[config.mk]
export PLATFORM = sky130hd
export DESIGN_NAME = mpfb_ctrl
export DESIGN_NICKNAME = d
export VERILOG_FILES = /design/src/rtl/mpfb_pkg.sv /design/src/rtl/mpfb_ctrl.sv
export SDC_FILE = /design/constraint.sdc
export NUM_CORES = 1
export LEC_CHECK = 0
export ABC_AREA = 1
export ABC_CLOCK_PERIOD_IN_PS = 1150
export BUFFER_PORTS_ARGS = -buffer_cell sky130_fd_sc_hd__buf_2
export CORE_AREA = 2 2 39 41
export CTS_BUF_LIST = sky130_fd_sc_hd__clkbuf_8
export CTS_CLUSTER_DIAMETER = 80
export DETAILED_ROUTE_END_ITERATION = 10
export DIE_AREA = 0 0 41 43
export HOLD_SLACK_MARGIN = 0.08
export PLACE_DENSITY = 0.57
export SYNTH_ARGS = -nofsm -noshare
export SYNTH_HDL_FRONTEND = slang
export SYNTH_SLANG_ARGS = --single-unit
[constraint.sdc]
create_clock -name clk -period 1.15 [get_ports clk]
set_input_delay 0.0575 -clock clk [delete_from_list [all_inputs] [get_ports clk]]
set_output_delay 0.0575 -clock clk [all_outputs]
set_load 0.02 [all_outputs]
[src/rtl/mpfb_pkg.sv]
// Package for the monochrome page frame store: request codes, panel command bytes,
// datapath operation codes and the command/status structs between controller and datapath.
// No dependencies.
package mpfb_pkg;

  localparam logic [2:0] REQ_DRAW      = 3'd0;
  localparam logic [2:0] REQ_PIC_START = 3'd1;
  localparam logic [2:0] REQ_PIC_BYTE  = 3'd2;
  localparam logic [2:0] REQ_CLEAR     = 3'd3;
  localparam logic [2:0] REQ_REFRESH   = 3'd4;

  localparam logic [7:0] CMD_PAGE_BASE = 8'hB0;
  localparam logic [7:0] CMD_COL_LO    = 8'h00;
  localparam logic [7:0] CMD_COL_HI    = 8'h10;
  localparam logic [7:0] PIX_BIT       = 8'h01;

  localparam logic [2:0] OP_IDLE  = 3'd0;
  localparam logic [2:0] OP_CLEAR = 3'd1;
  localparam logic [2:0] OP_PIX   = 3'd2;
  localparam logic [2:0] OP_BLT0  = 3'd3;
  localparam logic [2:0] OP_BLT1  = 3'd4;
  localparam logic [2:0] OP_EMIT  = 3'd5;

  typedef struct packed {
    logic       capture;
    logic       blit_start;
    logic       clr_start;
    logic       blit_adv;
    logic       emit_load;
    logic [2:0] op;
  } mpfb_cmd_t;

  typedef struct packed {
    logic clr_last;
    logic left_zero;
    logic split;
  } mpfb_sts_t;

endpackage

[src/rtl/mpfb_ctrl.sv]
// Controller: request sequencing state machine and output valid flag.
// Drives mpfb_cmd_t to the datapath, reads mpfb_sts_t back. Depends on mpfb_pkg.
module mpfb_ctrl import mpfb_pkg::*; (
  input  logic       clk,
  input  logic       rst_n,
  input  logic       in_valid,
  input  logic [2:0] req_type,
  input  logic       out_ready,
  input  mpfb_sts_t  sts,
  output logic       in_ready,
  output logic       out_valid,
  output mpfb_cmd_t  cmd
);

  localparam logic [2:0] ST_CLEAR = 3'd0;
  localparam logic [2:0] ST_IDLE  = 3'd1;
  localparam logic [2:0] ST_PIX   = 3'd2;
  localparam logic [2:0] ST_BLT0  = 3'd3;
  localparam logic [2:0] ST_BLT1  = 3'd4;
  localparam logic [2:0] ST_EMIT  = 3'd5;

  logic [2:0] state_r;
  logic [2:0] state_nxt;
  logic       out_valid_r;
  logic       accept;

  assign in_ready  = state_r == ST_IDLE;
  assign accept    = in_valid && in_ready;
  assign out_valid = out_valid_r;

  always_comb begin
    state_nxt = state_r;
    cmd       = '0;
    cmd.op    = OP_IDLE;
    unique case (state_r)
      ST_CLEAR: begin
        cmd.op = OP_CLEAR;
        if (sts.clr_last) begin
          state_nxt = ST_IDLE;
        end
      end
      ST_IDLE: begin
        if (accept) begin
          cmd.capture = 1'b1;
          unique case (req_type)
            REQ_DRAW:      state_nxt = ST_PIX;
            REQ_PIC_START: cmd.blit_start = 1'b1;
            REQ_PIC_BYTE: begin
              if (!sts.left_zero) begin
                state_nxt = ST_BLT0;
              end
            end
            REQ_CLEAR: begin
              cmd.clr_start = 1'b1;
              state_nxt     = ST_CLEAR;
            end
            REQ_REFRESH:   state_nxt = ST_EMIT;
            default:       state_nxt = ST_IDLE;
          endcase
        end
      end
      ST_PIX: begin
        cmd.op    = OP_PIX;
        state_nxt = ST_IDLE;
      end
      ST_BLT0: begin
        cmd.op = OP_BLT0;
        if (sts.split) begin
          state_nxt = ST_BLT1;
        end else begin
          cmd.blit_adv = 1'b1;
          state_nxt    = ST_IDLE;
        end
      end
      ST_BLT1: begin
        cmd.op       = OP_BLT1;
        cmd.blit_adv = 1'b1;
        state_nxt    = ST_IDLE;
      end
      ST_EMIT: begin
        cmd.op = OP_EMIT;
        if (!out_valid_r || out_ready) begin
          cmd.emit_load = 1'b1;
          state_nxt     = ST_IDLE;
        end
      end
      default: begin
        state_nxt = ST_IDLE;
      end
    endcase
  end

  always_ff @(posedge clk) begin
    if (!rst_n) begin
      state_r     <= ST_CLEAR;
      out_valid_r <= 1'b0;
    end else begin
      state_r <= state_nxt;
      if (cmd.emit_load) begin
        out_valid_r <= 1'b1;
      end else if (out_ready) begin
        out_valid_r <= 1'b0;
      end
    end
  end

`ifndef NO_ASSERTIONS
  a_reset_clears: assert property (@(posedge clk) !rst_n |=> state_r == ST_CLEAR)
    else $error("reset did not start the clearing pass");
  a_refresh_emit: assert property (@(posedge clk) disable iff (!rst_n)
    (accept && req_type == REQ_REFRESH) |=> state_r == ST_EMIT)
    else $error("refresh request did not reach emit");
  a_blt1_order: assert property (@(posedge clk) disable iff (!rst_n)
    state_r == ST_BLT1 |-> $past(state_r) == ST_BLT0)
    else $error("second page write without first");
  a_blt0_left: assert property (@(posedge clk) disable iff (!rst_n)
    state_r == ST_BLT0 |-> $past(sts.left_zero) == 1'b0)
    else $error("picture byte painted past picture end");
  a_emit_hold: assert property (@(posedge clk) disable iff (!rst_n)
    (state_r == ST_EMIT && out_valid_r && !out_ready) |=> state_r == ST_EMIT)
    else $error("refresh byte overwrote pending output");
`endif

endmodule

**After elaboration in Yosys (flattened, before gate mapping)**

Index checks and enable logic that the tools add are counted.
W data, S select, Z words.

- Logic and storage cells: 41
- Input port bits: 10
- Register bits after elaboration: 4
- Output and inout bits: 10

- Reductions and logical operators: 7
- Mux-type cells: 18
- Eq/ne operators: 14

Operator list:

| operator | number |
|---|---|
| $pmux W3 S5 | 2 |
| $mux W3 | 7 |
| $eq A3 B2 Y1 const B | 4 |
| $pmux W3 S4 | 1 |
| $eq A3 B3 Y1 const B | 3 |
| $mux W1 | 7 |
| $eq A3 B1 Y1 const B | 2 |
| $logic_not A3 Y1 | 2 |
| $ne A2 B2 Y1 const B | 3 |
| $reduce_and A5 Y1 | 1 |
| $ne A3 B3 Y1 const B | 1 |
| $ne A2 B1 Y1 const B | 1 |
| $pmux W1 S2 | 1 |
| $reduce_bool A2 Y1 | 1 |
| $logic_and A1 B1 Y1 | 1 |
| $logic_not A1 Y1 | 1 |
| $logic_or A1 B1 Y1 | 1 |

**Depth between registers and ports, before layout**

Gate-level depths: netlist of the first run.

- Word-level depth: 5
- Depth in mapped cells: 8
- Mapped depth without buffers: 8

**Worst setup path before layout of the first run**

OpenSTA, ideal clock, no wires.

- Path type: register to output
- Start: reg state_r[1]
- End: out cmd[4] in the netlist's numbering
- Cell stages (with the launch flop): 5
- Path slack: -0.272 ns
- Buffers on the path: 0
- Data required time: 1.092 ns
- Arrival time: 1.365 ns
- Path through: dfxtp_1 > inv_2 > nor2_1 > nand2_1 > o21ai_0

RTL lines:

| item | RTL line | source |
|---|---|---|
| start, declared | mpfb_ctrl.sv:22 | `logic [2:0] state_r;` |
| start signal, assigned | mpfb_ctrl.sv:98 | `state_r <= state_nxt;` |
| end, declared | mpfb_ctrl.sv:12 | `output mpfb_cmd_t cmd` |

==> results of run 1 <==
==> kinds of logic after synthesis <==
group | Yosys count
compound gates | 6
flops | 4
simple gates | 39
buf+inv | 8
==> flip-flops by register name, indices dropped and copies added, names as in the netlist <==
register / flops
state_r: 3
out_valid: 1
==> critical path, delay by kind of cell, from the launching register on <==
| family | cells | cell delay, ps |
|---|---|---|
| and+or+nand+nor | 4 | 380 |
| DFF | 1 | 320 |
| buffers and inverters | 2 | 200 |
==> final timing paths <==
path / startpoint / end / slack (ps) / cells past startpoint
max reg2reg: state_r[1]$_SDFFE_PN0P_ / state_r[2]$_SDFFE_PN0P_ / 0 / 9
min: rst_n / state_r[2]$_SDFFE_PN0P_ / 100 / 3
min reg2reg: out_valid$_SDFFE_PN0P_ / out_valid$_SDFFE_PN0P_ / 530 / 2
max: state_r[1]$_SDFFE_PN0P_ / cmd[5] / -40 / 6
==> through the flow <==
stage	instance area, sq um	hold WS, ps	setup WS [ps]	std cells
6_report	581	95.1	-37.8	99
5_1_grt	581	131	-118	99
2_1_floorplan	335	150	23.2	57
3_3_place_gp	473	328	-2.89	95
3_5_place_dp	473	329	-15.5	95
4_1_cts	557	96.9	-62.5	99
==> what timing repair did <==
item / CTS / global route
buffers inserted: 1 / 0
pin swaps: 2 / 2
hold buffers: 0 / 0
endpoints found under the setup margin: 7 / 10
resized for setup: 14 / 7
==> power groups by stage <==
stage                     combinational, mW  clock, mW  sequential, mW
after floorplan                       0.126          0           0.165
after global placement                0.208          0           0.165
after detailed placement              0.208          0           0.165
after CTS                             0.236      0.295           0.166
after global routing                  0.270      0.300           0.170
final                                 0.247      0.284           0.168
==> cell type report <==
class	instances	area, sq um
clock buffer	3	41.3
fill	158	803
inverter	8	30.0
multi-input combinational	45	241
sequential	4	86.3
tap	16	20.0
timing repair buffer	23	161
==> placed cells by master, fill, tap and decap left out <==
cell type,count
inv_1,7
nor3_1,1
nand3_1,3
nand2_1,11
nor2_4,1
dfxtp_4,1
inv_2,1
buf_4,6
buf_6,5
nand3_2,2
nand2_4,1
nor2_1,14
nand2_2,2
o21ai_2,1
o21ai_0,2
a21oi_2,1
clkbuf_8,3
a21oi_1,2
dfxtp_2,2
dfxtp_1,1
nor3_4,1
nor2_2,3
buf_2,12
==> routing by layer <==
layer | part of all wire | global-route usage | vias up | routed length (um)
met5 | 0 | 0 | - | 0
met4 | 0 | 0.0400 | 0 | 0
met3 | 0.054 | 0.0157 | 0 | 48
met2 | 0.53 | 0.191 | 13 | 469
met1 | 0.41 | 0.107 | 178 | 363
li1 | - | - | 230 | -
==> qor.csv, run 1 <==
metric,value,unit
synth_largest_area_cell,dfxtp_1,
setup_tns,-72.0,ps
maxCapViolCount,0,
final_nets,95,
place.detailed.hpwl,712,um
start_kind,register,
die_area,1760,sq um
cts_htree_levels,1,
timing.final.ws_setup,-37.8,ps
cp.arrival,1130,ps
crit_path_end_kind,output port,
finalHoldViolCount,0,
drt-wirelength-per-cell,8.90,um
rsz0062_at_grt,yes,
rows,14,
antenna_cells,0,
synth_top_area_share,0.258,
grt_max_degree,7,
ios,20,
synth-async-reset-ratio,0,
viasPerCell,4.25,
drive_gt1_frac,0.506,
finalWeightedCongestion,0.814,
finalSetupViolCount,3,
synth_common_cells,"16 x nor2_1, 14 x nand2_1, 7 x inv_1, 4 x dfxtp_1",
power_density,1200,nW/um^2
path_class,reg2out,
clock_latency,210,ps
timing.slew.headroom,0.880,
cts_made_buffers,3,
clkSlewWorstSetupHoldPaths,30,ps
final_max_slew_viol_count,0,
cp_max_fo,3,
swShare,0.307,
final.period_utilization,1.03,
routed_wl,881,um
power_frac_comb,0.353,
die_x,41,um
fin_crit,1190,ps
synth_ff_type,dfxtp_1,
violations,negative setup slack,
dr_total_vias,421,
synthTopCellsByArea,"dfxtp_1 26%, nor2_1 19%, nand2_1 17%",
p_clk_frac,0.406,
final_core_util,0.420,
grt_pass1_wl,1.26,mm
crit_path_max_incr_delay,320,ps
area_growth_syn_to_layout,87.1,%
syn_nets,67,
synth_area_per_cell,5.44,sq um
yosysWarnings,0,
clock.fmax,842,MHz
grt_pass1_vias,362,
grt_overflow,0,
cp.required,1090,ps
yosys.area_share.simple,0.548,
synthXorXnorAreaFrac,0,
synth_adder_area_share,0,
clk_root_buffer_cell,clkbuf_8,
dr.pass1.iters,4,
drc_errors,0,
syn_inst,57,
power.total,698,uW
grt.total_usage,0.104,
ys_seq_elements,4,
crit_chain,inv_2 > nand2_2 > nor2_4 > nand2_4 > nor3_4 > buf_6,
internal-power,484,uW
drtIter0Drc,6,
p_leak,0.312,nW
grt_antenna_before_repair,0,
clock_path_buffers,2,
synth_cell_types,11,
hold_path_class,in2reg,
synth_most_common_cell,nor2_1,
ys_seq_area_frac,0.258,
cts_tree,yes,
initial_core_util,0.224,
status,"finished, violations left",
synth_edf_count,0,
dieHeight,43,um
synth.area.mux_share,0,
io_buffers,19,
crit_path_top_delay_cell,dfxtp_2,
drtAntennaViolNets,0,
clkSinkCount,4,
tightest_slew,179,ps
syn_area,310,sq um
synth_top_family_by_area,simple AND/OR/NAND/NOR gates,
core_area,1380,sq um
power_switching,214,uW
seqPwrFrac,0.240,
fin_skew,1.11,ps
vdd_drop_max,0.615,mV
synth_compound_area_frac,0.0968,
Note: power is estimated with default switching activity, not from simulation.
==> inputs of run 2 (changes only) <==
--- a/config.mk
+++ b/config.mk
@@ -6,7 +6,7 @@
 export NUM_CORES = 1
 export LEC_CHECK = 0
 export ABC_AREA = 1
-export ABC_CLOCK_PERIOD_IN_PS = 1150
+export ABC_CLOCK_PERIOD_IN_PS = 1200
 export BUFFER_PORTS_ARGS = -buffer_cell sky130_fd_sc_hd__buf_2
 export CORE_AREA = 2 2 39 41
 export CTS_BUF_LIST = sky130_fd_sc_hd__clkbuf_8
==> constraint.sdc (replaced) <==
create_clock -name clk -period 1.2 [get_ports clk]
set_input_delay 0.06 -clock clk [delete_from_list [all_inputs] [get_ports clk]]
set_output_delay 0.06 -clock clk [all_outputs]
set_load 0.02 [all_outputs]
==> qor.csv, run 2 (synthesized netlist as in run 1, its figures left out) <==
metric,value,unit,change
grt_antenna_before_repair,0,,unchanged
die_area,1760,sq um,unchanged
io_buffers,19,,unchanged
drt-wirelength-per-cell,8.24,um,-7.4%
drtIter0Drc,3,,-3
violations,negative setup slack,,
p_clk_frac,0.434,,+0.028
place.detailed.hpwl,654,um,-8.2%
swShare,0.306,,-0.00119
internal-power,438,uW,-9.3%
tightest_slew,161,ps,-17.5 ps
die_x,41,um,unchanged
met2_usage,0.147,,-0.0437
place_ws,36.9,ps,+52.4 ps
cp_max_fo,3,,unchanged
timing.slew.headroom,0.892,,+0.0117
clk_root_buffer_cell,clkbuf_8,,
finalWeightedCongestion,0.867,,+6.4%
dr.pass1.iters,4,,unchanged
drive_gt1_frac,0.469,,-0.0369
final_common_cell,nor2_1,,
clock_latency,210,ps,about the same
finalSetupViolCount,1,,-2
core_area,1380,sq um,unchanged
cts_htree_levels,1,,unchanged
grt.total_usage,0.0933,,-0.0103
grt_max_degree,7,,unchanged
clkSinkCount,4,,unchanged
drtAntennaViolNets,0,,unchanged
hold_path_class,in2reg,,
routed_wl,799,um,-9.3%
clock.fmax,832,MHz,
cp.arrival,1140,ps,about the same
drc_errors,0,,unchanged
viasPerCell,4.25,,-0.12%
timing.final.ws_setup,-1.23,ps,+36.6 ps
fin_skew,0.927,ps,-0.184 ps
status,"finished, violations left",,
finalHoldViolCount,0,,unchanged
seqPwrFrac,0.254,,+0.014
fin_cells,97,,-2.0%
grt_pass1_wl,1.12,mm,-10%
area_growth_syn_to_layout,69.0,%,
power.total,632,uW,-9.5%
hold_buffers,0,,unchanged
power_frac_comb,0.312,,-0.041
ios,20,,unchanged
dr_total_vias,412,,-2.1%
use_met3,0.0157,,unchanged
fill_cells,149,,-5.7%
crit_path_end_kind,output port,,
clkSlewWorstSetupHoldPaths,30,ps,about the same
p_leak,0.288,nW,-7.8%
final.period_utilization,1.00,,
start_kind,register,,
path_class,reg2out,,
grt_pass1_vias,329,,-9.1%
grt_overflow,0,,unchanged
final_max_slew_viol_count,0,,unchanged
rows,14,,unchanged
final_nets,93,,-2.1%
vdd_drop_max,0.607,mV,-1.4%
power_switching,193,uW,-9.8%
maxCapViolCount,0,,unchanged
largest-register,state_r,,
antenna_cells,0,,unchanged
cts_made_buffers,3,,unchanged
setup_tns,-1.23,ps,+70.8 ps
fin_crit,1200,ps,
power_density,1210,nW/um^2,+0.23%
mostFrequentLayoutCells,"15 x nor2_1, 14 x buf_2, 11 x nand2_1",,
rsz0062_at_grt,yes,,
busiest_layer,met2,,
largest_reg_flops,3,,unchanged
place_inst,93,,-2.1%
cts_tree,yes,,
clock_path_buffers,2,,unchanged
cp.required,1140,ps,+50 ps
dieHeight,43,um,unchanged
gr-usage-met1,0.0994,,-0.00744
initial_core_util,0.224,,unchanged
-- run 2: final cells by class --
type,count,area [sq um],area share
multi-input combinational,45,224,0.427
tap,16,20.0,0.0382
sequential,4,86.3,0.165
inverter,8,30.0,0.0573
timing repair buffer,21,123,0.234
clock buffer,3,41.3,0.0788
-- run 2: per-stage QoR --
step | area [sq um] | util | hold WS (ps)
after floorplan | 327 | - | 171
after global placement | 449 | 0.325 | 323
after detailed placement | 449 | 0.325 | 325
after CTS | 513 | 0.371 | 90.9
after global routing | 524 | 0.379 | 100
final | 524 | 0.379 | 94.0
-- run 2: routing by layer --
metal  part of all wire  routed length (um)  vias to the layer above
met5                  0                   0                        -
met3              0.070                  56                        2
met1               0.40                 319                      168
li1                   -                   -                      226
met2               0.51                 409                       16
met4              0.018                  14                        0
-- run 2: timing repair --
| action | in CTS | in global routing |
|---|---|---|
| gates cloned | 0 | 0 |
| buffers inserted | 1 | 0 |
| gates resized for setup | 7 | 5 |
| endpoints found under the setup margin | 5 | 9 |
| pin swaps | 1 | 2 |
-- run 2: path summary, 6_finish.rpt --
| check | from | to | slack, ps | cells past startpoint |
|---|---|---|---|---|
| max | state_r[1]$_SDFFE_PN0P_ | cmd[3] | -1 | 5 |
| min | rst_n | state_r[2]$_SDFFE_PN0P_ | 90 | 3 |
| max reg2reg | state_r[1]$_SDFFE_PN0P_ | state_r[2]$_SDFFE_PN0P_ | 90 | 9 |
| min reg2reg | out_valid$_SDFFE_PN0P_ | out_valid$_SDFFE_PN0P_ | 500 | 2 |
-- run 2: worst max-delay path: stages (launching register included) --
cell and delay (ps):
dfxtp_2 320, inv_2 70, nand3_1 110, buf_4 160
a21oi_1 110, buf_4 150
-- run 2: power groups by stage --
| stage | Combinational [mW] | Sequential [mW] | Clock (mW) |
|---|---|---|---|
| finish | 0.197 | 0.160 | 0.274 |
| global route | 0.220 | 0.161 | 0.289 |
| CTS | 0.192 | 0.160 | 0.287 |
| detailed placement | 0.180 | 0.159 | 0 |
| global placement | 0.181 | 0.159 | 0 |
| floorplan | 0.118 | 0.159 | 0 |
==> inputs of run 3 (changes only) <==
--- a/config.mk
+++ b/config.mk
@@ -6,7 +6,7 @@
 export NUM_CORES = 1
 export LEC_CHECK = 0
 export ABC_AREA = 1
-export ABC_CLOCK_PERIOD_IN_PS = 1200
+export ABC_CLOCK_PERIOD_IN_PS = 1000
 export BUFFER_PORTS_ARGS = -buffer_cell sky130_fd_sc_hd__buf_2
 export CORE_AREA = 2 2 39 41
 export CTS_BUF_LIST = sky130_fd_sc_hd__clkbuf_8
@@ -14,7 +14,7 @@
 export DETAILED_ROUTE_END_ITERATION = 10
 export DIE_AREA = 0 0 41 43
 export HOLD_SLACK_MARGIN = 0.08
-export PLACE_DENSITY = 0.57
+export PLACE_DENSITY = 0.59
 export SYNTH_ARGS = -nofsm -noshare
 export SYNTH_HDL_FRONTEND = slang
 export SYNTH_SLANG_ARGS = --single-unit
==> constraint.sdc (replaced) <==
create_clock -name clk -period 1 [get_ports clk]
set_input_delay 0.05 -clock clk [delete_from_list [all_inputs] [get_ports clk]]
set_output_delay 0.05 -clock clk [all_outputs]
set_load 0.02 [all_outputs]
==> qor.csv, run 3 (synthesized netlist as in run 1, its figures left out) <==
metric,value,unit,change
drc_errors,0,,unchanged
dieHeight,43,um,unchanged
cts_htree_levels,1,,unchanged
area_growth_syn_to_layout,143,%,
p_leak,0.368,nW,+28%
tightest_slew,157,ps,-4.20 ps
vdd_drop_max,1.03,mV,+69%
cts_tree,yes,,
holdPathStages,3,,unchanged
largest_reg_flops,3,,unchanged
final_nets,104,,+12%
io_buffers,19,,unchanged
grt.total_usage,0.144,,+0.0504
clkSlewWorstSetupHoldPaths,40,ps,about the same
antenna_cells,0,,unchanged
ios,20,,unchanged
largest-register,state_r,,
grt_overflow,0,,unchanged
cp_common_cell,buf_6,,
power_density,1230,nW/um^2,+2.3%
rows,14,,unchanged
seqCellArea,88.8,sq um,+2.9%
final_core_util,0.544,,+0.165
grt_pass1_wl,1.64,mm,+45%
clk_root_buffer_cell,clkbuf_8,,
cts_made_buffers,3,,unchanged
grt_antenna_before_repair,0,,unchanged
fin_skew,7.73,ps,+6.81 ps
place.detailed.hpwl,772,um,+18%
clkSinkCount,4,,unchanged
crit_chain,inv_4 > buf_6 > nand3_4 > buf_6 > a21oi_4 > buf_6,,
fill_cells,131,,-12%
start_kind,register,,
drtAntennaViolNets,0,,unchanged
dr_total_vias,491,,+19%
routed_wl,1.11,mm,+39%
multiInputGateArea,308,sq um,+37%
final_common_cell,buf_6,,
final.period_utilization,1.22,,
initial_core_util,0.224,,unchanged
mostFrequentLayoutCells,"12 x buf_6, 11 x nand2_1, 10 x nor2_1, 10 x buf_2, 9 x buf_4",,
crit_path_top_delay_cell,dfxtp_2,,
die_area,1760,sq um,unchanged
cp_max_fo,3,,unchanged
die_x,41,um,unchanged
hold_path_class,in2reg,,
core_area,1380,sq um,unchanged
final_max_slew_viol_count,0,,unchanged
rsz0062_at_grt,yes,,
fin_crit,1220,ps,
crit_path_max_incr_delay,330,ps,about the same
clock_latency,220,ps,about the same
maxCapViolCount,0,,unchanged
crit_path_end_kind,output port,,
drt-wirelength-per-cell,10.3,um,+25%
violations,negative setup slack,,
finalWeightedCongestion,0.740,,-15%
path_class,reg2out,,
grt_pass1_vias,439,,+33%
finalSetupViolCount,11,,+10
clock.fmax,820,MHz,
reg2reg_depth,9,,unchanged
drtIter0Drc,4,,+1
clock_path_buffers,2,,unchanged
drive_gt1_frac,0.641,,+0.172
dr.pass1.iters,4,,unchanged
viasPerCell,4.55,,+7.0%
setup_tns,-1890,ps,-1880 ps
place_ws,-98.5,ps,-135 ps
status,"finished, violations left",,
timing.slew.headroom,0.894,,+0.00252
finalHoldViolCount,0,,unchanged
cp.arrival,1170,ps,+30 ps
cp.required,950,ps,-190 ps
grt_max_degree,6,,-1
timing.final.ws_setup,-220,ps,-219 ps
run 3: changes by cell type in the layout (fill, tap and decap cells not counted), moves of 3 or more:
cell	previous run	this run
nor2_1	15	10
nor2_4	1	4
buf_6	0	12
buf_2	14	10
run 3: area by class of cell:
class | count | share of cell area
Sequential cell | 4 | 0.118
Multi-Input combinational cell | 45 | 0.409
Tap cell | 16 | 0.0266
Timing Repair Buffer | 32 | 0.349
Inverter | 8 | 0.0432
Clock buffer | 3 | 0.0548
run 3: metrics by stage:
step | power, mW | instance area, sq um | std cells | hold slack (ps)
after floorplan | 0.347 | 355 | 57 | 135
after global placement | 0.469 | 531 | 100 | 298
after detailed placement | 0.473 | 531 | 100 | 306
after CTS | 0.909 | 712 | 108 | 122
after global routing | 0.975 | 753 | 108 | 110
final | 0.928 | 753 | 108 | 102
run 3: report_power, final:
group	switching (mW)	internal (mW)
Clock	0.0938	0.257
Sequential	0.0253	0.175
Combinational	0.191	0.185
run 3: final timing paths:
check                           from                      end  slack, ps
max          state_r[1]$_SDFFE_PN0P_                   cmd[3]       -220
min                           sts[2]  state_r[0]$_SDFFE_PN0P_        100
max reg2reg  state_r[1]$_SDFFE_PN0P_  state_r[2]$_SDFFE_PN0P_       -190
min reg2reg   out_valid$_SDFFE_PN0P_   out_valid$_SDFFE_PN0P_        560
run 3: critical path, delay by kind of cell (launching register included):
kind	cells	cell delay (ps)
flip-flops	1	330
AND/OR/NAND/NOR	1	60
AO/OA/AOI/OAI	1	110
buffers and inverters	4	450
run 3: timing repair:
action	in CTS	in global routing
hold buffers	1	0
endpoints found under the setup margin	12	12
resized for setup	31	10
buffers inserted	4	0
hold endpoints to repair	1	0
pin swaps	7	7
gates cloned	0	0
run 3: layer usage:
metal  global-route usage  vias to the layer above  share of wire
li1                     -                      252              -
met1                0.142                      224           0.36
met2                0.234                       13           0.57
met3               0.0628                        2          0.049
met4               0.0800                        0          0.015
met5                    0                        -              0
